--- src/rtl/assert_macros.svh ---
// Assertion macros shared by the line editor RTL; they expect clk and rst_n in scope.
`ifndef ASSERT_MACROS_SVH
`define ASSERT_MACROS_SVH

// Condition holds on every clock edge out of reset.
`define ASSERT_ALWAYS(label, expr, msg) \
  label: assert property (@(posedge clk) disable iff (!rst_n) (expr)) else $error(msg);

// Consequent holds in the same cycle as the antecedent.
`define ASSERT_IMPLIES(label, ante, cons, msg) \
  label: assert property (@(posedge clk) disable iff (!rst_n) (ante) |-> (cons)) else $error(msg);

// Consequent holds in the cycle after the antecedent.
`define ASSERT_NEXT(label, ante, cons, msg) \
  label: assert property (@(posedge clk) disable iff (!rst_n) (ante) |=> (cons)) else $error(msg);

`endif

--- src/rtl/tle_pkg.sv ---
// Types and constants shared by the terminal line editor modules.
`timescale 1ns / 1ps
package tle_pkg;

  localparam int CNT_W     = 5;
  localparam int CAP_LIMIT = 30;

  localparam logic [7:0] KEY_NUL    = 8'h00;
  localparam logic [7:0] KEY_CANCEL = 8'h03;
  localparam logic [7:0] KEY_BS     = 8'h08;
  localparam logic [7:0] KEY_DEL    = 8'h7F;
  localparam logic [7:0] KEY_CR     = 8'h0D;
  localparam logic [7:0] KEY_LF     = 8'h0A;
  localparam logic [7:0] KEY_SPACE  = 8'h20;

  localparam logic [1:0] KIND_ECHO   = 2'd0;
  localparam logic [1:0] KIND_CHAR   = 2'd1;
  localparam logic [1:0] KIND_END    = 2'd2;
  localparam logic [1:0] KIND_CANCEL = 2'd3;

  typedef enum logic [2:0] {
    CLS_NUL,
    CLS_EOL,
    CLS_CANCEL,
    CLS_ERASE,
    CLS_PRINT
  } byte_class_t;

  typedef enum logic [2:0] {
    EM_BYTE,
    EM_CR,
    EM_LF,
    EM_BS,
    EM_SP,
    EM_CHAR,
    EM_END,
    EM_CANCEL
  } emit_sel_t;

  typedef enum logic [1:0] {
    CNT_HOLD,
    CNT_CLEAR,
    CNT_PUSH,
    CNT_POP
  } cnt_op_t;

  typedef enum logic [3:0] {
    ST_IDLE,
    ST_DECODE,
    ST_ECHO,
    ST_BS1,
    ST_BS2,
    ST_BS3,
    ST_CR,
    ST_LF,
    ST_CHAR,
    ST_END,
    ST_CANCEL
  } state_t;

  typedef struct packed {
    logic      capture;
    logic      emit;
    emit_sel_t emit_sel;
    logic      emit_last;
    cnt_op_t   cnt_op;
    logic      ptr_clr;
    logic      rd_en;
  } tle_cmd_t;

  typedef struct packed {
    logic        slot_free;
    byte_class_t cls;
    logic        cnt_zero;
    logic        full;
    logic        ptr_end;
  } tle_sts_t;

endpackage

--- src/rtl/tle_dp.sv ---
// Line editor datapath: request byte, line store, counters and output register.
`timescale 1ns / 1ps
`include "assert_macros.svh"
module tle_dp #(
  parameter int BUFFER_SIZE = 32
) (
  input  logic                    clk,
  input  logic                    rst_n,
  input  logic [7:0]              in_rx_byte,
  input  tle_pkg::tle_cmd_t       cmd,
  output tle_pkg::tle_sts_t       sts,
  output logic                    out_valid,
  input  logic                    out_ready,
  output logic [1:0]              out_kind,
  output logic [7:0]              out_data_byte,
  output logic [tle_pkg::CNT_W-1:0] out_line_length,
  output logic                    out_last
);

  localparam int CAPACITY = (BUFFER_SIZE - 2 > tle_pkg::CAP_LIMIT) ?
                            tle_pkg::CAP_LIMIT : BUFFER_SIZE - 2;
  localparam int IDX_W    = $clog2(CAPACITY);
  localparam int CNT_W    = tle_pkg::CNT_W;

  logic [7:0]       mem [CAPACITY];
  logic [7:0]       byte_r;
  logic [7:0]       rd_data_r;
  logic [CNT_W-1:0] cnt_r, cnt_nxt;
  logic [CNT_W-1:0] ptr_r, ptr_nxt;

  logic             out_valid_r, out_valid_nxt;
  logic [1:0]       kind_r, kind_nxt;
  logic [7:0]       data_r, data_nxt;
  logic [CNT_W-1:0] len_r, len_nxt;
  logic             last_r, last_nxt;

  tle_pkg::byte_class_t cls;
  logic                 slot_free;

  always_comb begin
    case (byte_r)
      tle_pkg::KEY_NUL:               cls = tle_pkg::CLS_NUL;
      tle_pkg::KEY_CR, tle_pkg::KEY_LF: cls = tle_pkg::CLS_EOL;
      tle_pkg::KEY_CANCEL:            cls = tle_pkg::CLS_CANCEL;
      tle_pkg::KEY_BS, tle_pkg::KEY_DEL: cls = tle_pkg::CLS_ERASE;
      default:                        cls = tle_pkg::CLS_PRINT;
    endcase
  end

  assign slot_free     = !out_valid_r || out_ready;
  assign sts.slot_free = slot_free;
  assign sts.cls       = cls;
  assign sts.cnt_zero  = (cnt_r == '0);
  assign sts.full      = (cnt_r >= CNT_W'(CAPACITY));
  assign sts.ptr_end   = (ptr_r == cnt_r);

  always_comb begin
    case (cmd.cnt_op)
      tle_pkg::CNT_CLEAR: cnt_nxt = '0;
      tle_pkg::CNT_PUSH:  cnt_nxt = cnt_r + CNT_W'(1);
      tle_pkg::CNT_POP:   cnt_nxt = cnt_r - CNT_W'(1);
      default:            cnt_nxt = cnt_r;
    endcase
  end

  always_comb begin
    if (cmd.ptr_clr) begin
      ptr_nxt = '0;
    end else if (cmd.rd_en) begin
      ptr_nxt = ptr_r + CNT_W'(1);
    end else begin
      ptr_nxt = ptr_r;
    end
  end

  // Result field select
  always_comb begin
    kind_nxt = tle_pkg::KIND_ECHO;
    data_nxt = '0;
    len_nxt  = '0;
    case (cmd.emit_sel)
      tle_pkg::EM_BYTE:   data_nxt = byte_r;
      tle_pkg::EM_CR:     data_nxt = tle_pkg::KEY_CR;
      tle_pkg::EM_LF:     data_nxt = tle_pkg::KEY_LF;
      tle_pkg::EM_BS:     data_nxt = tle_pkg::KEY_BS;
      tle_pkg::EM_SP:     data_nxt = tle_pkg::KEY_SPACE;
      tle_pkg::EM_CHAR: begin
        kind_nxt = tle_pkg::KIND_CHAR;
        data_nxt = rd_data_r;
      end
      tle_pkg::EM_END: begin
        kind_nxt = tle_pkg::KIND_END;
        len_nxt  = cnt_r;
      end
      tle_pkg::EM_CANCEL: kind_nxt = tle_pkg::KIND_CANCEL;
      default:            kind_nxt = tle_pkg::KIND_ECHO;
    endcase
    last_nxt = cmd.emit_last;
  end

  always_comb begin
    if (cmd.emit) begin
      out_valid_nxt = 1'b1;
    end else if (out_ready) begin
      out_valid_nxt = 1'b0;
    end else begin
      out_valid_nxt = out_valid_r;
    end
  end

  always_ff @(posedge clk) begin
    if (!rst_n) begin
      cnt_r       <= '0;
      ptr_r       <= '0;
      out_valid_r <= 1'b0;
    end else begin
      cnt_r       <= cnt_nxt;
      ptr_r       <= ptr_nxt;
      out_valid_r <= out_valid_nxt;
    end
  end

  always_ff @(posedge clk) begin
    if (cmd.capture) begin
      byte_r <= in_rx_byte;
    end
    if (cmd.emit) begin
      kind_r <= kind_nxt;
      data_r <= data_nxt;
      len_r  <= len_nxt;
      last_r <= last_nxt;
    end
  end

  // Line store: one write port at the count, one registered read port at the pointer
  always_ff @(posedge clk) begin
    if (cmd.cnt_op == tle_pkg::CNT_PUSH) begin
      mem[cnt_r[IDX_W-1:0]] <= byte_r;
    end
    if (cmd.rd_en) begin
      rd_data_r <= mem[ptr_r[IDX_W-1:0]];
    end
  end

  assign out_valid       = out_valid_r;
  assign out_kind        = kind_r;
  assign out_data_byte   = data_r;
  assign out_line_length = len_r;
  assign out_last        = last_r;

  `ASSERT_ALWAYS(a_cnt_in_range, cnt_r <= CNT_W'(CAPACITY), "char count beyond capacity")
  `ASSERT_IMPLIES(a_emit_slot, cmd.emit, slot_free, "result loaded over a pending one")
  `ASSERT_IMPLIES(a_read_in_line, cmd.rd_en, ptr_r < cnt_r, "read past end of line")
  `ASSERT_NEXT(a_end_clears, cmd.emit && cmd.emit_sel == tle_pkg::EM_END, cnt_r == '0,
               "line end left characters behind")

endmodule

--- src/rtl/tle_ctrl.sv ---
// Line editor controller: sequences the results of one received byte.
`timescale 1ns / 1ps
`include "assert_macros.svh"
module tle_ctrl (
  input  logic              clk,
  input  logic              rst_n,
  input  logic              in_valid,
  output logic              in_ready,
  input  tle_pkg::tle_sts_t sts,
  output tle_pkg::tle_cmd_t cmd
);

  tle_pkg::state_t state_r, state_nxt;

  always_ff @(posedge clk) begin
    if (!rst_n) begin
      state_r <= tle_pkg::ST_IDLE;
    end else begin
      state_r <= state_nxt;
    end
  end

  always_comb begin
    state_nxt = state_r;
    case (state_r)
      tle_pkg::ST_IDLE: begin
        if (in_valid) state_nxt = tle_pkg::ST_DECODE;
      end
      tle_pkg::ST_DECODE: begin
        case (sts.cls)
          tle_pkg::CLS_EOL, tle_pkg::CLS_CANCEL: state_nxt = tle_pkg::ST_CR;
          tle_pkg::CLS_ERASE:
            state_nxt = sts.cnt_zero ? tle_pkg::ST_IDLE : tle_pkg::ST_BS1;
          tle_pkg::CLS_PRINT:
            state_nxt = sts.full ? tle_pkg::ST_IDLE : tle_pkg::ST_ECHO;
          default: state_nxt = tle_pkg::ST_IDLE;
        endcase
      end
      tle_pkg::ST_ECHO: if (sts.slot_free) state_nxt = tle_pkg::ST_IDLE;
      tle_pkg::ST_BS1:  if (sts.slot_free) state_nxt = tle_pkg::ST_BS2;
      tle_pkg::ST_BS2:  if (sts.slot_free) state_nxt = tle_pkg::ST_BS3;
      tle_pkg::ST_BS3:  if (sts.slot_free) state_nxt = tle_pkg::ST_IDLE;
      tle_pkg::ST_CR:   if (sts.slot_free) state_nxt = tle_pkg::ST_LF;
      tle_pkg::ST_LF: begin
        if (sts.slot_free) begin
          if (sts.cls == tle_pkg::CLS_CANCEL) begin
            state_nxt = tle_pkg::ST_CANCEL;
          end else if (sts.cnt_zero) begin
            state_nxt = tle_pkg::ST_END;
          end else begin
            state_nxt = tle_pkg::ST_CHAR;
          end
        end
      end
      tle_pkg::ST_CHAR: begin
        if (sts.slot_free && sts.ptr_end) state_nxt = tle_pkg::ST_END;
      end
      tle_pkg::ST_END:    if (sts.slot_free) state_nxt = tle_pkg::ST_IDLE;
      tle_pkg::ST_CANCEL: if (sts.slot_free) state_nxt = tle_pkg::ST_IDLE;
      default:            state_nxt = tle_pkg::ST_IDLE;
    endcase
  end

  always_comb begin
    in_ready      = 1'b0;
    cmd           = '0;
    cmd.emit_sel  = tle_pkg::EM_BYTE;
    cmd.cnt_op    = tle_pkg::CNT_HOLD;
    case (state_r)
      tle_pkg::ST_IDLE: begin
        in_ready    = 1'b1;
        cmd.capture = in_valid;
      end
      tle_pkg::ST_DECODE: cmd.ptr_clr = 1'b1;
      tle_pkg::ST_ECHO: begin
        cmd.emit      = sts.slot_free;
        cmd.emit_sel  = tle_pkg::EM_BYTE;
        cmd.emit_last = 1'b1;
        cmd.cnt_op    = sts.slot_free ? tle_pkg::CNT_PUSH : tle_pkg::CNT_HOLD;
      end
      tle_pkg::ST_BS1: begin
        cmd.emit     = sts.slot_free;
        cmd.emit_sel = tle_pkg::EM_BS;
      end
      tle_pkg::ST_BS2: begin
        cmd.emit     = sts.slot_free;
        cmd.emit_sel = tle_pkg::EM_SP;
      end
      tle_pkg::ST_BS3: begin
        cmd.emit      = sts.slot_free;
        cmd.emit_sel  = tle_pkg::EM_BS;
        cmd.emit_last = 1'b1;
        cmd.cnt_op    = sts.slot_free ? tle_pkg::CNT_POP : tle_pkg::CNT_HOLD;
      end
      tle_pkg::ST_CR: begin
        cmd.emit     = sts.slot_free;
        cmd.emit_sel = tle_pkg::EM_CR;
      end
      tle_pkg::ST_LF: begin
        cmd.emit     = sts.slot_free;
        cmd.emit_sel = tle_pkg::EM_LF;
        cmd.rd_en    = sts.slot_free && (sts.cls != tle_pkg::CLS_CANCEL) && !sts.cnt_zero;
      end
      tle_pkg::ST_CHAR: begin
        cmd.emit     = sts.slot_free;
        cmd.emit_sel = tle_pkg::EM_CHAR;
        cmd.rd_en    = sts.slot_free && !sts.ptr_end;
      end
      tle_pkg::ST_END: begin
        cmd.emit      = sts.slot_free;
        cmd.emit_sel  = tle_pkg::EM_END;
        cmd.emit_last = 1'b1;
        cmd.cnt_op    = sts.slot_free ? tle_pkg::CNT_CLEAR : tle_pkg::CNT_HOLD;
      end
      tle_pkg::ST_CANCEL: begin
        cmd.emit      = sts.slot_free;
        cmd.emit_sel  = tle_pkg::EM_CANCEL;
        cmd.emit_last = 1'b1;
        cmd.cnt_op    = sts.slot_free ? tle_pkg::CNT_CLEAR : tle_pkg::CNT_HOLD;
      end
      default: in_ready = 1'b0;
    endcase
  end

  `ASSERT_NEXT(a_one_at_a_time, in_valid && in_ready, !in_ready,
               "new request taken while one is in work")
  `ASSERT_NEXT(a_last_to_idle, cmd.emit && cmd.emit_last, state_r == tle_pkg::ST_IDLE,
               "final result did not end the request")

endmodule

--- src/rtl/terminal_line_editor.sv ---
// Top level of the terminal line editor: controller plus datapath.
//
//   channel | dir | handshake             | payload
//   --------+-----+-----------------------+-----------------------------------------------
//   in_     | in  | in_valid / in_ready   | in_rx_byte
//   out_    | out | out_valid / out_ready | out_kind, out_data_byte, out_line_length, out_last
//
// One request is in work at a time; in_ready is high only while the controller idles.
// Results: none for a dropped byte (NUL, erase on empty, byte on full line), the byte on echo,
// BS, SP, BS on erase, CR, LF, cancel on Ctrl-C, CR, LF, each character, end on line end.
// The registered line-store read port paces a line end at one character a cycle if unstalled.
// Reset (rst_n low, synchronous) empties the line and the output register, not the store.
// An out_ready stall freezes the sequencer and keeps in_ready low until the last result loads.
`timescale 1ns / 1ps
module terminal_line_editor #(
  parameter int BUFFER_SIZE = 32
) (
  input  logic                      clk,
  input  logic                      rst_n,
  input  logic                      in_valid,
  output logic                      in_ready,
  input  logic [7:0]                in_rx_byte,
  output logic                      out_valid,
  input  logic                      out_ready,
  output logic [1:0]                out_kind,
  output logic [7:0]                out_data_byte,
  output logic [tle_pkg::CNT_W-1:0] out_line_length,
  output logic                      out_last
);

  // Command and status between sequencer and datapath
  tle_pkg::tle_cmd_t cmd;
  tle_pkg::tle_sts_t sts;

  tle_ctrl u_ctrl (
    .clk      (clk),
    .rst_n    (rst_n),
    .in_valid (in_valid),
    .in_ready (in_ready),
    .sts      (sts),
    .cmd      (cmd)
  );

  // Datapath owns the line store; capacity is BUFFER_SIZE-2, capped at 30 characters
  tle_dp #(
    .BUFFER_SIZE (BUFFER_SIZE)
  ) u_dp (
    .clk             (clk),
    .rst_n           (rst_n),
    .in_rx_byte      (in_rx_byte),
    .cmd             (cmd),
    .sts             (sts),
    .out_valid       (out_valid),
    .out_ready       (out_ready),
    .out_kind        (out_kind),
    .out_data_byte   (out_data_byte),
    .out_line_length (out_line_length),
    .out_last        (out_last)
  );

endmodule
--- config.mk ---
export PLATFORM = sky130hd
export DESIGN_NAME = terminal_line_editor
export DESIGN_NICKNAME = d
export VERILOG_FILES = /design/src/rtl/tle_pkg.sv /design/src/rtl/tle_dp.sv /design/src/rtl/tle_ctrl.sv /design/src/rtl/terminal_line_editor.sv
export VERILOG_INCLUDE_DIRS = /design/src /design/src/rtl
export SDC_FILE = /design/constraint.sdc
export NUM_CORES = 1
export LEC_CHECK = 0
export BUFFER_PORTS_ARGS = -buffer_cell sky130_fd_sc_hd__buf_2
export CAP_MARGIN = 20
export CORE_ASPECT_RATIO = 0.6
export CORE_MARGIN = 3
export CORE_UTILIZATION = 56
export CTS_CLUSTER_SIZE = 8
export DETAILED_ROUTE_END_ITERATION = 8
export PLACE_DENSITY = 0.75
export SYNTH_ARGS = -nofsm -noshare
export SYNTH_HDL_FRONTEND = slang
export SYNTH_HIERARCHICAL = 1
export SYNTH_SLANG_ARGS = --single-unit
--- constraint.sdc ---
create_clock -name clk -period 2.9 [get_ports clk]
set_input_delay 0.29 -clock clk [delete_from_list [all_inputs] [get_ports clk]]
set_output_delay 0.29 -clock clk [all_outputs]
set_load 0.05 [all_outputs]
# Word level (Yosys, flattened, before mapping)

Memory sizes are Yosys's and may differ from the RTL's. A register that Yosys moved wholly into a read port is not among the register bits.
Cells that the tools add are included.

RAM bits: 240
Output and inout bits: 18
Memories: 1
Logic and storage cells: 105
Bits in registers: 39

Memory list:

| memory   | depth | bits a word | read ports | clocked after memory_dff | wr ports | line         | RTL |
|---|---|---|---|---|---|---|---|
| u_dp.mem | 30    | 8           | 1          | 1                        | 1        | tle_dp.sv:25 | `logic [7:0] mem [CAPACITY];` |

Bitwise logic cells: 1
$add $sub $neg: 3
Reduce and logical (&&, ||, !) cells: 22
Magnitude comparators: 1
Equality and inequality tests: 38
Multiplexer cells: 30

Operators with widths:

| operator              | count |
|---|---|
| $pmux W4 S8           | 2 |
| $pmux W8 S6           | 1 |
| $mux W4               | 8 |
| $eq A8 B4 Y1 const B  | 3 |
| $eq A4 B3 Y1 const B  | 4 |
| $eq A3 B3 Y1 const B  | 5 |
| $pmux W5 S3           | 1 |
| $eq A3 B2 Y1 const B  | 4 |
| $eq A4 B4 Y1 const B  | 3 |
| $ne A2 B1 Y1 const B  | 6 |
| $pmux W3 S4           | 1 |
| $pmux W4 S3           | 1 |
| $reduce_or A2 Y1      | 6 |
| $add A5 B1 Y5 const B | 2 |
| $mux W1               | 9 |
| $pmux W3 S3           | 1 |
| $eq A4 B2 Y1 const B  | 2 |
| $eq A8 B2 Y1 const B  | 1 |
| $eq A8 B7 Y1 const B  | 1 |
| $logic_not A8 Y1      | 1 |
| $mux W2               | 4 |
| $reduce_and A7 Y1     | 1 |
| $eq A3 B1 Y1 const B  | 2 |
| $pmux W2 S3           | 1 |
| 19 further kinds      | 25 |

# Depth between registers and ports, before layout

Gate-level depths: netlist of run 1.

Word-level depth: 7
Depth in mapped cells: 13
Gate-level depth less buffers: 11

# Modules after synthesis

The synthesis of run 1 kept the hierarchy.

Modules (own cells, without submodules):

| module   | cells an instance | area each (um2) | sequential area each (um2) | times used |
|---|---|---|---|---|
| tle_dp   | 685               | 11581.1         | 8388.0                     | 1 |
| tle_ctrl | 78                | 560.5           | 80.1                       | 1 |

# Worst setup path before layout of run 1

Ideal clock, no wire load.

Path kind: register -> register
From: register u_dp.byte_r[4]
To: register u_dp.ptr_r[4]
Buffers on the path: 0
Setup slack: -0.266 ns
Clock period less this slack: 3.166 ns
Arrival time: 3.048 ns
Data required time: 2.782 ns
Stages on the path, launching flop included: 11
Cells stage by stage: edfxtp_1 > or4_1 > or2_2 > o22a_1 > nor2_1 > nor3b_2 > nor4_1 > o21a_1 > nand4_1 > xor2_1 > nor2_1

RTL lines:

| what                   | line          | RTL |
|---|---|---|
| start, declared        | tle_dp.sv:26  | `logic [7:0] byte_r;` |
| start signal, assigned | tle_dp.sv:125 | `byte_r <= in_rx_byte;` |
| end signal, assigned   | tle_dp.sv:118 | `ptr_r <= ptr_nxt;` |
| end, declared          | tle_dp.sv:29  | `logic [CNT_W-1:0] ptr_r, ptr_nxt;` |

==> impl_metrics.toml, run 1 <==
[route]
wl_um = 29000
via_per_inst = 6.34
drtPass1Iterations = 5
antenna_left = 0
vias = 7331
first_iter_violations = 1089
drc = 0
avgRoutedWirePerCell_um = 25.1

[logic_synthesis]
synth_top_flop_cell = "edfxtp_1"
synth_edf_count = 272
yosys_warnings = 6
synth_area_um2 = 12100
avgSynthCellArea_um2 = 15.9
netlist_instances = 763
yosys.cell_types.count = 78
async_flop_share_pct = 0
ys_seq_elements = 287
ys_seq_area_share_pct = 69.7
syn_nets = 777

[clock_network]
numCtsBuffers = 41
cts_tree = "built"
clkLatencyLatePin_ps = 510
clkSlewWorstSetupHoldPaths_ps = 50
cts_max_level = 2
cts.sinks = 287
clock_path_buffers = 3
cts_root_buffer = "clkbuf_16"

[timing]
rsz0062_at_grt = "no"
clock_skew_ps = 17.9
setup_viol = 0
fin_ws_ps = 116
fmax_ghz = 0.359
hold_viol_final = 0
finalCritPeriodShare_pct = 96.0
worst_slew_pin_slew_ps = 879
period_needed_ps = 2780
slew_headroom_pct = 40.8
fin_tns_setup_ps = 0
finalMaxSlewViolations = 0
whs_ps = 169

[grt]
grtUsageMet2_pct = 34.5
grt_pass1_vias = 7154
track_usage_pct = 25.1
met1_usage_pct = 39.0
grt_busiest_layer = "met1"
grt_util_met3_pct = 8.22
antenna_found_initial = 0
grt_first_pass_wirelength_um = 44000
grt_overflow_total = 0
grt_max_degree = 35

[critical_path]
cp.required_ps = 3110
worstReg2RegStart = "u_dp/byte_r[4]$_DFFE_PP_"
arrival_ps = 2990
r2r_slack_ps = 120
cpPeakStageDelay_ps = 560
criticalPathCategory = "reg -> reg"
rr_worst_depth = 8
slowest_stage = "or4_4"
crit_start = "u_dp/byte_r[4]$_DFFE_PP_"
cp-end-kind = "register"
cp-endpoint = "u_dp/rd_data_r[6]$_DFFE_PP_"
path_max_fanout = 8
r2r-end = "u_dp/rd_data_r[6]$_DFFE_PP_"
start_kind = "register"
crit_chain = "or4_4 > or2_2 > o22a_1 > nor2_4 > nor3b_4 > nor4_1 > o21a_2 > buf_4"

[min_path]
hold_path.class = "in -> reg"

[power]
irDropWorstVdd_uv = 677
power_mw = 10.5
leakagePower_nw = 4.56
p_per_area_nw_per_um2 = 746

[placement]
hpwl_um = 18500
place.gp.congestion = 0.907
place_ws_ps = 134
place_inst = 1087
place_area_um2 = 12900
numPortBuffers = 29

[run]
max-cap-violations = 0

[floorplanning]
coreArea_um2 = 21100
die_w_um = 196
fp-row-count = 41
io_pins = 30
dieArea_um2 = 23500
initial_utilization_pct = 57.4
die_h_um = 120

[layout]
num_antenna_cells = 0
utilization_pct = 66.6
areaGrowthSynthToFinish_pct = 16.0
fin_nets = 875
stdcell_count = 1157
drive_above_1_share_pct = 22.9
stdcell_area_um2 = 14100

[status]
status = "complete, no violations"
metal layers:
metal / part of all wire, % / vias to the layer above
li1: - / 3181
met5: 0 / -
met3: 13 / 51
met1: 42 / 3658
met4: 1.9 / 0
met2: 43 / 441
logic make-up (layout without fill, tap and decap cells):
group | Yosys count | after routing | synth area share [%]
multiplexers | 99 | 99 | 11.6
adder cells (fa/ha/maj) | 3 | 3 | 0.289
AND/OR/NAND/NOR | 206 | 206 | 9.11
AO/OA/AOI/OAI | 104 | 104 | 5.94
buffers and inverters | 53 | 168 | 2.51
XOR/XNOR | 11 | 11 | 0.793
flip-flops | 287 | 287 | 69.7
timing repair:
| item | CTS | global route |
|---|---|---|
| resized for setup | 0 | 4 |
| setup endpoints to repair | 0 | 12 |
| hold buffers | 8 | 0 |
| buffers inserted | 0 | 2 |
| hold endpoints to repair | 8 | 0 |
state kept, by name, indices dropped and copies added (netlist names):
register and flops:
u_ctrl/state_r 4, u_dp/byte_r 8, u_dp/cnt_r 5, u_dp/mem 240, u_dp/out_data_byte 8, u_dp/out_kind 2, u_dp/out_last 1, u_dp/out_line_length 5
u_dp/out_valid 1, u_dp/ptr_r 5, u_dp/rd_data_r 8
synth_stat cells, types with 6 or more instances:
master    number  area, um^2
a21oi_1       16        80.1
a22oi_1       22         165
and2_1         6        37.5
and3_1         7        43.8
buf_2         10        50.1
buf_4         10        75.1
buf_6          6        67.6
clkbuf_1      17        63.8
dfxtp_1       15         300
edfxtp_1     272        8170
inv_1          7        26.3
mux2_2         7        78.8
mux2i_1       55         551
mux4_2        31         698
nand2_1       30         113
nand2b_1      10        62.6
nand3_1       16        80.1
nand3b_1      11        82.6
nor2_1        64         240
nor2b_1       11        68.8
o21ai_0       14        70.1
o21ai_1        7        35.0
or3_1          6        37.5
xnor2_1        6        52.6
critical path: cells and delay by family (launching register included):
kind            cells  cell delay, ps
flops               1             400
compound gates      2             490
buf+inv             1             200
simple gates        5            1380
power by group:
part	switching (mW)	internal, mW	leakage, nW
Clock	1.60	2.57	0.534
Combinational	0.984	0.347	1.45
Sequential	0.0798	4.92	2.58
how the worst min path moves through the flow:
stage / depth (start not counted) / start / slack, ps / end
after floorplan: 0 / in_rx_byte[0] / 390 / u_dp/byte_r[0]$_DFFE_PP_
after global placement: 1 / in_rx_byte[1] / 470 / u_dp/byte_r[1]$_DFFE_PP_
final: 2 / rst_n / 170 / u_dp/cnt_r[0]$_SDFFE_PN0P_
after detailed placement: 1 / in_rx_byte[2] / 470 / u_dp/byte_r[2]$_DFFE_PP_
after CTS: 2 / rst_n / 150 / u_dp/cnt_r[0]$_SDFFE_PN0P_
after global routing: 2 / rst_n / 170 / u_dp/cnt_r[0]$_SDFFE_PN0P_
cell usage in the layout (no fill, tap or decap), types with 4 or more instances in the layout:
| master | instances |
|---|---|
| edfxtp_1 | 272 |
| nor2_1 | 63 |
| buf_4 | 61 |
| mux2i_1 | 55 |
| clkbuf_16 | 41 |
| mux4_2 | 31 |
| nand2_1 | 30 |
| buf_2 | 29 |
| a22oi_1 | 22 |
| clkbuf_1 | 17 |
| a21oi_1 | 16 |
| nand3_1 | 16 |
| o21ai_0 | 14 |
| dfxtp_1 | 12 |
| nand3b_1 | 11 |
| nor2b_1 | 10 |
| nand2b_1 | 10 |
| dlygate4sd3_1 | 8 |
| o21ai_1 | 7 |
| and3_1 | 7 |
| mux2_2 | 7 |
| inv_1 | 7 |
| or3_1 | 6 |
| and2_1 | 6 |
| xnor2_1 | 6 |
| o22ai_1 | 5 |
| nor4_1 | 5 |
| nor3b_1 | 5 |
| nor3_1 | 5 |
| xor2_1 | 5 |
| and3b_1 | 4 |
| mux2_4 | 4 |
| a21boi_0 | 4 |
cell type report:
class                   instances  area (um^2)
flip-flops and latches        287         8470
fillers                      1429         7060
multi-input cells             423         3400
clock buffers                  58         1090
repair buffers                100          723
well taps                     279          349
inverters                       8         30.0
clock inverters                 2         17.5
Note: power is estimated with default switching activity, not from simulation.
==> run 2, diff against run 1 <==
--- a/config.mk
+++ b/config.mk
@@ -13,7 +13,7 @@
 export CORE_UTILIZATION = 56
 export CTS_CLUSTER_SIZE = 8
 export DETAILED_ROUTE_END_ITERATION = 8
-export PLACE_DENSITY = 0.75
+export PLACE_DENSITY = 0.77
 export SYNTH_ARGS = -nofsm -noshare
 export SYNTH_HDL_FRONTEND = slang
 export SYNTH_HIERARCHICAL = 1
==> run 2 against run 1 <==
The run now ends with DRC left. Count of clock-buffer cells in the layout up 3. Combinational power about the same. Total power is 1.6% higher. Sequential share of layout area shrank 0.43 points. Die area stayed put. Critical path depth unchanged.
==> impl_metrics.toml, run 2 (synthesized netlist as in run 1, its figures left out) <==
[grt]
grt_overflow_total = 0
antenna_found_initial = 0
grt_pass1_vias = 7372
track_usage_pct = 26.1
grt_first_pass_wirelength_um = 45500
grt_max_degree = 36

[power]
clockPowerShare_pct = 40.4
seq_power_share_pct = 47.1
swShare_pct = 25.5
p_comb_share_pct = 12.6
leakagePower_nw = 4.62
irDropWorstVdd_uv = 601
p_sw_mw = 2.72
p_per_area_nw_per_um2 = 752
p_int_mw = 7.95

[timing]
clock_skew_ps = 18.5
period_needed_ps = 2830
finalMaxSlewViolations = 0
setup_viol = 0
fin_tns_setup_ps = 0
hold_viol_final = 0
worst_slew_pin_slew_ps = 1010
fmax_ghz = 0.353
slew_headroom_pct = 32.8
finalCritPeriodShare_pct = 97.6

[status]
status = "complete, but fails checks"
violations = "DRC"

[clock_network]
clkSlewWorstSetupHoldPaths_ps = 50
cts_max_level = 2
cts_root_buffer = "clkbuf_16"
cts_tree = "built"
clkLatencyLatePin_ps = 510
numCtsBuffers = 41
clock_path_buffers = 3
cts.sinks = 287

[layout]
drive_above_1_share_pct = 23.8
stdcell_count = 1164
num_antenna_cells = 0
largest_reg_flops = 240
areaGrowthSynthToFinish_pct = 16.9
nFillCells = 1368
stdcell_area_um2 = 14200
fin_nets = 880
mostFrequentLayoutCell = "edfxtp_1"
final_cell_mix = "edfxtp_1, buf_4, nor2_1"

[critical_path]
slowest_stage = "or4_4"
crit_chain = "or4_4 > or2_2 > o22a_1 > nor2_4 > nor3b_4 > nor4_1 > o21a_2 > buf_4"
arrival_ps = 3050
cp.required_ps = 3120
cp-end-kind = "register"
path_max_fanout = 8
start_kind = "register"
cpPeakStageDelay_ps = 560
criticalPathCategory = "reg -> reg"

[route]
drtPass1Iterations = 9
drc = 1
first_iter_violations = 1104
avgRoutedWirePerCell_um = 26.3
via_per_inst = 6.42
vias = 7477
antenna_left = 0
wl_um = 30700

[placement]
place_inst = 1090
place_area_um2 = 12900
hpwl_um = 19500
place.gp.congestion = 0.932
numPortBuffers = 29

[floorplanning]
coreArea_um2 = 21100
initial_utilization_pct = 57.4
dieArea_um2 = 23500
die_w_um = 196
fp-row-count = 41
die_h_um = 120
io_pins = 30

[run]
max-cap-violations = 0

[min_path]
hold_path.class = "in -> reg"
run 2: metal layers:
| metal | GRT usage (%) | part of all wire (%) | vias to the layer above |
|---|---|---|---|
| met1 | 39.4 | 41 | 3742 |
| met4 | 4.36 | 1.3 | 0 |
| met3 | 9.96 | 14 | 47 |
| li1 | - | - | 3199 |
| met5 | 0 | 0 | - |
| met2 | 37.2 | 43 | 489 |
run 2: final cells by class:
cell class,count,area (um^2),area share (%)
Multi-Input combinational cell,423,3400,24.0
Inverter,8,30.0,0.212
Clock buffer,61,1140,8.06
Clock inverter,1,8.76,0.0617
Timing Repair Buffer,105,777,5.48
Sequential cell,287,8480,59.8
Tap cell,279,349,2.46
run 2: path summary, 6_finish.rpt:
path	slack [ps]	from	endpoint	cells after the start
hold / removal	160	rst_n	u_ctrl/state_r[0]$_SDFFE_PN0P_	3
setup reg to reg	70	u_dp/byte_r[4]$_DFFE_PP_	u_dp/rd_data_r[0]$_DFFE_PP_	8
setup / recovery	70	u_dp/byte_r[4]$_DFFE_PP_	u_dp/rd_data_r[0]$_DFFE_PP_	8
hold reg to reg	590	u_dp/rd_data_r[2]$_DFFE_PP_	u_dp/out_data_byte[2]$_DFFE_PP_	2
run 2: timing repair:
item | CTS | global route
gates cloned | 0 | 0
pin swaps | 0 | 2
buffers inserted | 0 | 4
endpoints found under the setup margin | 1 | 13
hold buffers | 8 | 0
hold endpoints to repair | 8 | 0
resized for setup | 1 | 9
run 2: power by group through the flow:
stage               combinational, mW  clock, mW  sequential [mW]
CTS                              1.31       4.33             5.01
global placement                 1.23          0             5.07
global route                     1.42       4.53             5.03
floorplan                       0.557          0             5.37
finish                           1.34       4.31             5.02
detailed placement               1.29          0             5.09
run 2: worst max-delay path: cells and delay by family, from the launching register on:
kind / cells / cell delay (ps)
simple gates: 5 / 1420
flops: 1 / 390
compound gates: 2 / 510
buf+inv: 1 / 210
run 2: metrics by stage:
stage                     hold slack (ps)  total power, mW  utilization (%)  setup slack [ps]
after floorplan                       389             5.93                -              1.97
after global placement                466             6.30             61.0               199
after detailed placement              473             6.38             61.0             -40.1
after CTS                             141             10.6             66.9              23.5
after global routing                  171             11.0             67.1             -15.8
final                                 159             10.7             67.1              68.8
==> run 3, diff against run 2 <==
--- a/config.mk
+++ b/config.mk
@@ -16,5 +16,4 @@
 export PLACE_DENSITY = 0.77
 export SYNTH_ARGS = -nofsm -noshare
 export SYNTH_HDL_FRONTEND = slang
-export SYNTH_HIERARCHICAL = 1
 export SYNTH_SLANG_ARGS = --single-unit
==> run 3 against run 2 <==
The flow now finishes without violations. Utilization is 0.75 points higher. Clock skew is 13 ps higher. Fmax is 12% higher. Final cell count is 12% lower. Critical endpoint is now u_dp.cnt_r[4]$_SDFFE_PN0P_. Largest power group unchanged.
==> impl_metrics.toml, run 3 <==
[status]
status = "complete, no violations"

[power]
p_comb_share_pct = 14.2
seq_power_share_pct = 46.8
swShare_pct = 26.5
p_per_area_nw_per_um2 = 780
clockPowerShare_pct = 39.0
p_int_mw = 7.91
p_sw_mw = 2.85
irDropWorstVdd_uv = 629
leakagePower_nw = 4.47

[critical_path]
arrival_ps = 2920
cp_top_family = "simple AND/OR/NAND/NOR gates"
start_kind = "register"
cp-end-kind = "register"
worstReg2RegStart = "u_ctrl.state_r[2]$_SDFFE_PN0P_"
cp_common_cell = "nor2b_1"
path_max_fanout = 12
critPathBufInv = 1
crit_chain = "nand3_1 > nor2_1 > inv_1 > fa_1 > nor2b_1 > o21a_1 > o21ai_1 > xnor2_1 > mux2i_1 > nor2b_1"
cpPeakStageDelay_ps = 580
slowest_stage = "dfxtp_1"
cp.required_ps = 3300
criticalPathCategory = "reg -> reg"
crit_start = "u_ctrl.state_r[2]$_SDFFE_PN0P_"

[logic_synthesis]
netlist_instances = 631
async_flop_share_pct = 0
yosys.cell_types.count = 59
avgSynthCellArea_um2 = 18.7
ys_top_cells_by_count = "edfxtp_1, mux4_2, nor2_1"
synth_area_um2 = 11800
yosys_warnings = 0
ys_seq_elements = 287
syn_nets = 648
ys_seq_area_share_pct = 71.9
synth_edf_count = 272
yosys.area.top_type = "edfxtp_1"
yosysMostFrequentCell = "edfxtp_1"
synth_top_flop_cell = "edfxtp_1"
yosysTopAreaCellShare_pct = 69.4
synth_area_leaders = "edfxtp_1, mux4_2, dfxtp_1"

[floorplanning]
io_pins = 30
die_h_um = 118
dieArea_um2 = 22900
coreArea_um2 = 20300
fp-row-count = 40
initial_utilization_pct = 58.0
die_w_um = 193

[grt]
track_usage_pct = 23.5
grt_pass1_vias = 6451
antenna_found_initial = 0
grt_first_pass_wirelength_um = 40600
grt_overflow_total = 0
grt_max_degree = 39

[layout]
multi_input_area_um2 = 3110
seq_area_um2 = 8470
fin_nets = 751
final_cell_mix = "edfxtp_1, mux4_2, buf_4"
num_antenna_cells = 0
largest_reg_flops = 240
drive_above_1_share_pct = 30.9
stdcell_count = 1023
nFillCells = 1278
mostFrequentLayoutCell = "edfxtp_1"
areaGrowthSynthToFinish_pct = 17.1

[timing]
fin_tns_setup_ps = 0
setup_viol = 0
fin_ws_ps = 380
finalCritPeriodShare_pct = 86.9
worst_slew_pin_slew_ps = 584
period_needed_ps = 2520
hold_viol_final = 0
clock_skew_ps = 31.9
fmax_ghz = 0.397
rsz0062_at_grt = "no"
slew_headroom_pct = 61.0
finalMaxSlewViolations = 0

[clock_network]
cts_max_level = 2
cts_resized = 0
cts.sinks = 287
numCtsBuffers = 41
cts_tree = "built"
clkSlewWorstSetupHoldPaths_ps = 50
clock_path_buffers = 3
cts_setup_buffers = 0
cts_root_buffer = "clkbuf_16"
clkLatencyLatePin_ps = 520

[route]
wl_met2_um = 11900
routed-wl-met3_um = 3230
vias = 6588
via_per_inst = 6.44
drt-met1-wl_um = 11100
first_iter_violations = 879
wl_um = 26700
top_layer = "met4"
drc = 0
avgRoutedWirePerCell_um = 26.1
antenna_left = 0
drtPass1Iterations = 5

[run]
max-cap-violations = 0

[placement]
place.gp.congestion = 0.924
place_ws_ps = 328
numPortBuffers = 29
place_inst = 954
hpwl_um = 16500

[min_path]
hold_path.class = "in -> reg"
min-delay-start = "rst_n"
[run 3: cell types whose count changed in the layout (fill, tap and decap cells not counted), moves of 5 or more]
cell and delta:
nand2_1 -12, nor2_1 -14, o21ai_0 -10, mux2i_1 -52
nor3b_1 -5, nand3b_1 -7, buf_4 -5, xnor2_1 +6
a22oi_1 -16, o21ai_1 -5, mux4_2 +41, mux2_2 +9
[run 3: layout make-up]
type,count,area share [%]
Clock buffer,56,7.85
Clock inverter,3,0.272
Inverter,7,0.190
Multi-Input combinational cell,298,22.5
Sequential cell,287,61.4
Tap cell,273,2.48
Timing Repair Buffer,99,5.28
[run 3: cell families after synthesis]
logic type	after synthesis	share of synthesized area [%]
DFF	287	71.9
and+or+nand+nor	130	5.49
muxes	92	15.6
AOI/OAI and AO/OA	57	3.59
buffers and inverters	46	1.73
xor gates and xnor gates	14	1.04
adders and majority gates	5	0.595
[run 3: path summary, 6_finish.rpt]
path | endpoint | slack [ps] | depth (start not counted)
worst min register to register | u_dp.out_data_byte[7]$_DFFE_PP_ | 670 | 1
worst max register to register | u_dp.cnt_r[4]$_SDFFE_PN0P_ | 380 | 10
worst max-delay path | u_dp.cnt_r[4]$_SDFFE_PN0P_ | 380 | 10
worst min-delay path | u_ctrl.state_r[2]$_SDFFE_PN0P_ | 140 | 2
[run 3: timing repair]
action                                  CTS  global route
hold buffers                              8             0
endpoints found under the setup margin    0             0
endpoints found under the hold margin     8             0
[run 3: per-stage QoR]
step | hold WS [ps] | power [mW] | util, % | instance area (um^2)
after floorplan | 389 | 6.09 | - | 11800
after global routing | 138 | 11.1 | 67.9 | 13800
after global placement | 467 | 6.54 | 61.9 | 12600
final | 139 | 10.8 | 67.9 | 13800
after detailed placement | 469 | 6.59 | 61.9 | 12600
after CTS | 129 | 10.8 | 67.8 | 13800
[run 3: power groups by stage]
stage                     clock network (mW)  registers, mW  logic [mW]
final                                   4.20           5.04        1.53
after global routing                    4.45           5.05        1.63
after CTS                               4.25           5.04        1.50
after detailed placement                   0           5.11        1.49
after global placement                     0           5.10        1.44
after floorplan                            0           5.46       0.622
[run 3: routing by layer]
metal	up-vias	track usage (%)
met5	-	0
met4	0	4.65
met3	41	6.27
met2	421	33.9
met1	3376	36.7
li1	2750	-
